### src/rtl/core/nvas_pkg.sv
// shared constants for the negative value ascending sorter
`default_nettype none

package nvas_pkg;

	localparam int MAX_ITEMS = 64;
	localparam int DATA_W    = 32;
	localparam int ADDR_W    = $clog2(MAX_ITEMS);
	localparam int CNT_W     = $clog2(MAX_ITEMS + 1);

	typedef logic [DATA_W-1:0] data_t;
	typedef logic [ADDR_W-1:0] addr_t;
	typedef logic [CNT_W-1:0]  cnt_t;

endpackage

`default_nettype wire

### src/rtl/core/negative_values_ascending_sort.sv
// top level: insertion sorter for negative values over a single ram
//
// channel   direction  handshake                  payload
// request   in         start && !busy             value, last
// result    out        res_valid (one cycle)      value_res, last_res, empty_res, overflow
//
// a non-negative or dropped request is not stored; a stored negative walks down
// the store, each entry read and moved up one place while it is larger, and is
// written where it lands, by the read-compare-write loop on the ram
// after a last request the results follow one per cycle, one ram read each
// reset clears the count and overflow flag; the ram needs no clearing pass
// the receiver cannot stall: each result shows for exactly one cycle
`default_nettype none

module negative_values_ascending_sort
	import nvas_pkg::*;
(
	input  wire logic        clk,
	input  wire logic        arst_n,
	input  wire logic        start,
	output      logic        busy,
	input  wire logic [31:0] value,
	input  wire logic        last,
	output      logic        res_valid,
	output      logic [31:0] value_res,
	output      logic        last_res,
	output      logic        empty_res,
	output      logic        overflow
);

	localparam logic [1:0] ST_IDLE    = 2'd0;
	localparam logic [1:0] ST_INS_RD  = 2'd1;
	localparam logic [1:0] ST_INS_CMP = 2'd2;
	localparam logic [1:0] ST_EMIT    = 2'd3;

	logic [1:0] state_q;
	cnt_t       cnt_q;
	logic       ovf_q;
	data_t      v_q;
	logic       last_q;
	addr_t      pos_q;
	addr_t      k_q;
	logic       res_valid_q;
	logic       res_last_q;
	logic       res_empty_q;
	logic       res_ovf_q;

	logic  we;
	addr_t waddr;
	data_t wdata;
	logic  re;
	addr_t raddr;
	data_t rdata;
	logic  gt;
	logic  full;
	logic  k_last;

	assign full   = (cnt_q == cnt_t'(MAX_ITEMS));
	assign gt     = ($signed(rdata) > $signed(v_q));
	assign k_last = ((cnt_t'(k_q) + cnt_t'(1)) == cnt_q);

	// ram access: insert reads one entry, moves it up if larger; emit reads in order
	always_comb begin
		we    = 1'b0;
		waddr = pos_q;
		wdata = v_q;
		re    = 1'b0;
		raddr = pos_q - addr_t'(1);
		case (state_q)
			ST_INS_RD: begin
				if (pos_q == '0) begin
					we = 1'b1;
				end else begin
					re = 1'b1;
				end
			end
			ST_INS_CMP: begin
				we = 1'b1;
				if (gt) begin
					wdata = rdata;
				end
			end
			ST_EMIT: begin
				raddr = k_q;
				re    = (cnt_q != '0);
			end
			default: begin
				we = 1'b0;
			end
		endcase
	end

	always_ff @(posedge clk or negedge arst_n) begin
		if (!arst_n) begin
			state_q     <= ST_IDLE;
			cnt_q       <= '0;
			ovf_q       <= 1'b0;
			res_valid_q <= 1'b0;
			res_last_q  <= 1'b0;
			res_empty_q <= 1'b0;
			res_ovf_q   <= 1'b0;
			v_q         <= '0;
			last_q      <= 1'b0;
			pos_q       <= '0;
			k_q         <= '0;
		end else begin
			res_valid_q <= 1'b0;
			case (state_q)
				ST_IDLE: begin
					if (start) begin
						v_q    <= value;
						last_q <= last;
						pos_q  <= addr_t'(cnt_q);
						k_q    <= '0;
						if (value[31] && full) begin
							ovf_q <= 1'b1;
						end
						if (value[31] && !full) begin
							state_q <= ST_INS_RD;
						end else if (last) begin
							state_q <= ST_EMIT;
						end
					end
				end
				ST_INS_RD: begin
					if (pos_q == '0) begin
						cnt_q   <= cnt_q + cnt_t'(1);
						state_q <= last_q ? ST_EMIT : ST_IDLE;
					end else begin
						state_q <= ST_INS_CMP;
					end
				end
				ST_INS_CMP: begin
					if (gt) begin
						pos_q   <= pos_q - addr_t'(1);
						state_q <= ST_INS_RD;
					end else begin
						cnt_q   <= cnt_q + cnt_t'(1);
						state_q <= last_q ? ST_EMIT : ST_IDLE;
					end
				end
				ST_EMIT: begin
					res_valid_q <= 1'b1;
					res_ovf_q   <= ovf_q;
					if (cnt_q == '0) begin
						res_empty_q <= 1'b1;
						res_last_q  <= 1'b1;
						ovf_q       <= 1'b0;
						state_q     <= ST_IDLE;
					end else begin
						res_empty_q <= 1'b0;
						res_last_q  <= k_last;
						k_q         <= k_q + addr_t'(1);
						if (k_last) begin
							cnt_q   <= '0;
							ovf_q   <= 1'b0;
							state_q <= ST_IDLE;
						end
					end
				end
				default: begin
					state_q <= ST_IDLE;
				end
			endcase
		end
	end

	nvas_ram #(
		.WIDTH(DATA_W),
		.DEPTH(MAX_ITEMS)
	) u_store (
		.clk  (clk),
		.we   (we),
		.waddr(waddr),
		.wdata(wdata),
		.re   (re),
		.raddr(raddr),
		.rdata(rdata)
	);

	assign busy      = (state_q != ST_IDLE);
	assign res_valid = res_valid_q;
	assign value_res = res_empty_q ? '0 : rdata;
	assign last_res  = res_last_q;
	assign empty_res = res_empty_q;
	assign overflow  = res_ovf_q;

	// an empty result is always the only one of its run
	a_empty_is_last: assert property (@(posedge clk) disable iff (!arst_n)
		res_valid_q && res_empty_q |-> res_last_q)
		else $error("empty result without last flag");

	a_cnt_range: assert property (@(posedge clk) disable iff (!arst_n)
		cnt_q <= cnt_t'(MAX_ITEMS))
		else $error("stored count beyond capacity");

	a_cmp_after_rd: assert property (@(posedge clk) disable iff (!arst_n)
		state_q == ST_INS_CMP |-> $past(state_q) == ST_INS_RD)
		else $error("compare without a preceding read");

	a_run_cleared: assert property (@(posedge clk) disable iff (!arst_n)
		res_valid_q && res_last_q |-> cnt_q == '0 && !ovf_q)
		else $error("store not cleared at end of run");

	a_no_result_after_last: assert property (@(posedge clk) disable iff (!arst_n)
		res_valid_q && res_last_q |=> !res_valid_q)
		else $error("result after the last one of a run");

endmodule

`default_nettype wire

### src/rtl/core/nvas_ram.sv
// generic single write port ram with registered read
`default_nettype none

module nvas_ram #(
	parameter int WIDTH = 32,
	parameter int DEPTH = 64
) (
	input  wire logic                     clk,
	input  wire logic                     we,
	input  wire logic [$clog2(DEPTH)-1:0] waddr,
	input  wire logic [WIDTH-1:0]         wdata,
	input  wire logic                     re,
	input  wire logic [$clog2(DEPTH)-1:0] raddr,
	output      logic [WIDTH-1:0]         rdata
);

	logic [WIDTH-1:0] mem_q [DEPTH];

	always_ff @(posedge clk) begin
		if (we) begin
			mem_q[waddr] <= wdata;
		end
		if (re) begin
			rdata <= mem_q[raddr];
		end
	end

endmodule

`default_nettype wire
### config.mk
export PLATFORM = sky130hd
export DESIGN_NAME = negative_values_ascending_sort
export DESIGN_NICKNAME = d
export VERILOG_FILES = /design/src/rtl/core/nvas_pkg.sv /design/src/rtl/core/negative_values_ascending_sort.sv /design/src/rtl/core/nvas_ram.sv
export SDC_FILE = /design/constraint.sdc
export NUM_CORES = 2
export LEC_CHECK = 0
export BUFFER_PORTS_ARGS = -buffer_cell sky130_fd_sc_hd__buf_2
export CAP_MARGIN = 0
export CORE_MARGIN = 1.5
export CORE_UTILIZATION = 50
export DETAILED_ROUTE_END_ITERATION = 6
export GPL_ROUTABILITY_DRIVEN = 0
export GPL_TIMING_DRIVEN = 0
export PLACE_DENSITY = 0.65
export SYNTH_ARGS = -nofsm -noshare
export SYNTH_HDL_FRONTEND = slang
export SYNTH_SLANG_ARGS = --single-unit
### constraint.sdc
create_clock -name clk -period 8.6 [get_ports clk]
set_clock_uncertainty 0.15 [all_clocks]
set_input_delay 0.43 -clock clk [delete_from_list [all_inputs] [get_ports clk]]
set_output_delay 0.43 -clock clk [all_outputs]
set_load 0.005 [all_outputs]
==> metrics.cfg <==
[logic_synthesis]
ys_ff_latch=2139
synth_top_area_cell=edfxtp_1
synthFlopType=edfxtp_1
yosysWarnings=0
netlist_instances=3986
ys_seq_area_share_pct=75.46
syn-cell-area_mm2=0.08473
synth_top_area_share_pct=73.72
synth-edff-count=2080
async_flop_share_pct=2.758
ys_top_cells_by_area=edfxtp_1, mux4_2, mux2i_1
syn-num-nets=4063
avgSynthCellArea_um2=21.26
yosysUniqueCellTypes=62

[cells_and_area]
multiInputGateArea_mm2=0.01997
fin_util_pct=57.62
stdcell_count=6740
final_layout_size_suffix_gt1_share_pct=26.79
syn2layout_area_growth_pct=14.11
fin_nets=4446
fillers=12135
seq_area_mm2=0.06394

[grt]
grt_pass1_vias=41578
grt_max_degree=65
grt_pass1_wl_um=312500
antenna_found_initial=4
gr-total-overflow=0
grt_usage_pct=25.88

[drt]
drt_iter0_drc=5963
ant_nets=0
routed_via_density=6.287
drtPass1Iterations=6
avgRoutedWirePerCell_um=32.98
drt_wl_total_um=222300
vias=42372
drc=0

[timing]
slew_headroom_pct=3.338
slew_violations=0
finalCriticalPeriod_ns=6.388
fin_crit_sh_pct=74.28
whs_ns=0.1240
tightest_slew_ns=1.450
finalHoldViolCount=0
fmax_mhz=156.5
setup_viol=0
rsz0062_at_grt=false

[die]
rows=150
io_pins=73
initial_core_util_pct=50.50
die_area_mm2=0.1719
die_h_um=414.6
die_x_um=414.6
core_mm2=0.1678

[critical_path]
endpoint_kind=register
slowest_delay_ns=1.11
path_common_cell=mux2i_1
crit_arrival_ns=6.77
crit_type=register to register
cp_max_fo=10
rrSetupSlack_ns=2.21
required_ns=8.98
critPathLaunchType=register
crit_slowest_cell=clkbuf_1
crit_buf_inv=4
worstPathCellList=ha_1, buf_4, o21ai_2, buf_2, clkbuf_1, buf_2, mux4_2, mux2i_1, a21oi_1, mux2i_1, mux2i_1
cpLargestDelayFamily=buffers and inverters

[clock_tree]
numCtsBuffers=207
cts-root-buf=clkbuf_16
postCtsSetupRepairBufs=0
cts.sinks=2139
cts_tree=built
cts_buffer_depth=3
cts_resized=0
htreeDepth=4
worstSkewPairLatency_ns=0.84
clkTransAtPathRegs_ns=0.07

[placed_design]
dp_hpwl_um=143500
place_inst=6329
portBuffers=72

[job]
max_cap_viol_count=0

[hold_path]
hold_class=input pin to async pin

[run_status]
status=completed

-- sequential cells by signal, summed over array words and instances (netlist names), 2 cells and up --
| register | cells |
|---|---|
| u_store.mem_q | 2048 |
| v_q | 32 |
| state_q | 2 |
| pos_q | 6 |
| u_store.rdata | 32 |
| cnt_q | 7 |
| k_q | 6 |
-- layout by cell type, fill, tap and decap left out, drive strengths merged, types with 3 or more instances in the layout --
cell type	count
a211oi	130
a21o	3
a21oi	158
a22oi	3
and3	4
and4	4
buf	295
bufinv	12
clkbuf	329
clkinv	90
clkinvlp	4
dfrtp	59
dlygate4sd3	35
edfxtp	2080
ha	41
inv	57
mux2	68
mux2i	227
mux4	512
nand2	41
nand2b	4
nand3	18
nand4	12
nor2	86
nor2b	163
nor3	13
nor4	4
o211ai	4
o21ai	30
o32ai	4
or3	6
xnor2	8
-- synthesized netlist by cell type (4+ instances only) --
cell type  instances
nor3_1            13
edfxtp_1        2080
o32ai_1            4
o21ai_0           27
nor2_1            86
mux2i_1          227
a21oi_1          156
nand4_1           11
buf_2             90
nand2b_1           4
inv_1             47
and3_1             4
nand2_1           41
buf_4             39
dfrtp_1           59
mux2_4            22
clkbuf_1          70
or3_1              6
ha_1              41
buf_1             17
nor2b_1          163
a211oi_1         130
buf_6             10
xnor2_1            8
and4_1             4
nand3_1           18
mux4_2           512
mux2_2            45
-- final cells by class --
type | instances | area share, %
Buffer | 226 | 1.227
Clock inverter | 116 | 0.9693
Antenna cell | 1 | 0.002588
Tap cell | 2204 | 2.852
Inverter | 47 | 0.1825
Timing Repair Buffer | 174 | 2.373
Multi-Input combinational cell | 1574 | 20.66
Sequential cell | 2139 | 66.13
Clock buffer | 259 | 5.604
-- worst paths after layout --
kind | start | end | depth (start not counted)
max in group asynchronous | arst_n | v_q[14] | 2
hold reg to reg | last_res | last_res | 1
setup / recovery | state_q[1] | u_store.rdata[15] | 11
hold / removal | arst_n | cnt_q[4] | 2
setup reg to reg | state_q[1] | u_store.rdata[15] | 11
min in group clk | value[28] | v_q[28] | 3
-- through the flow --
stage	setup slack [ns]	TNS [ns]	cell area, um2
2_1_floorplan	3.109	0	84730
3_3_place_gp	-1.121	-70.36	87840
3_5_place_dp	2.199	0	89970
4_1_cts	2.176	0	96670
5_1_grt	2.178	0	96680
6_report	2.212	0	96680
-- cells by family after synthesis --
logic type / share of synthesized area, %
XOR/XNOR: 0.1034
flip-flops: 75.46
AO/OA/AOI/OAI: 2.658
multiplexers: 17.29
adder cells (fa/ha/maj): 0.6055
buffers and inverters: 1.604
AND/OR/NAND/NOR: 2.273
-- metal layers --
| layer | vias up | routed length, um | GRT usage [%] |
|---|---|---|---|
| met5 | - | 12 | 0 |
| met1 | 22612 | 92890 | 38.71 |
| li1 | 17361 | - | - |
| met4 | 2 | 7556 | 8.574 |
| met2 | 2079 | 101500 | 38.86 |
| met3 | 318 | 20320 | 4.663 |
-- worst register-to-register path, stage by stage (launching register included) --
cell      delay [ns]
dfrtp_1         0.43
ha_1            0.30
buf_4           0.22
o21ai_2         0.80
buf_2           0.69
clkbuf_1        1.13
buf_2           0.53
mux4_2          0.37
mux2i_1         0.36
a21oi_1         0.13
mux2i_1         0.83
mux2i_1         0.17
-- repair_timing --
item / 4_1_cts / 5_1_grt
hold endpoints to repair: 96 / 0
setup endpoints to repair: 0 / 0
hold buffers: 35 / 0
Power is left out: the tool's default activity adds up to more than one toggle a clock period on the data nets, which glitch-free logic cannot reach.
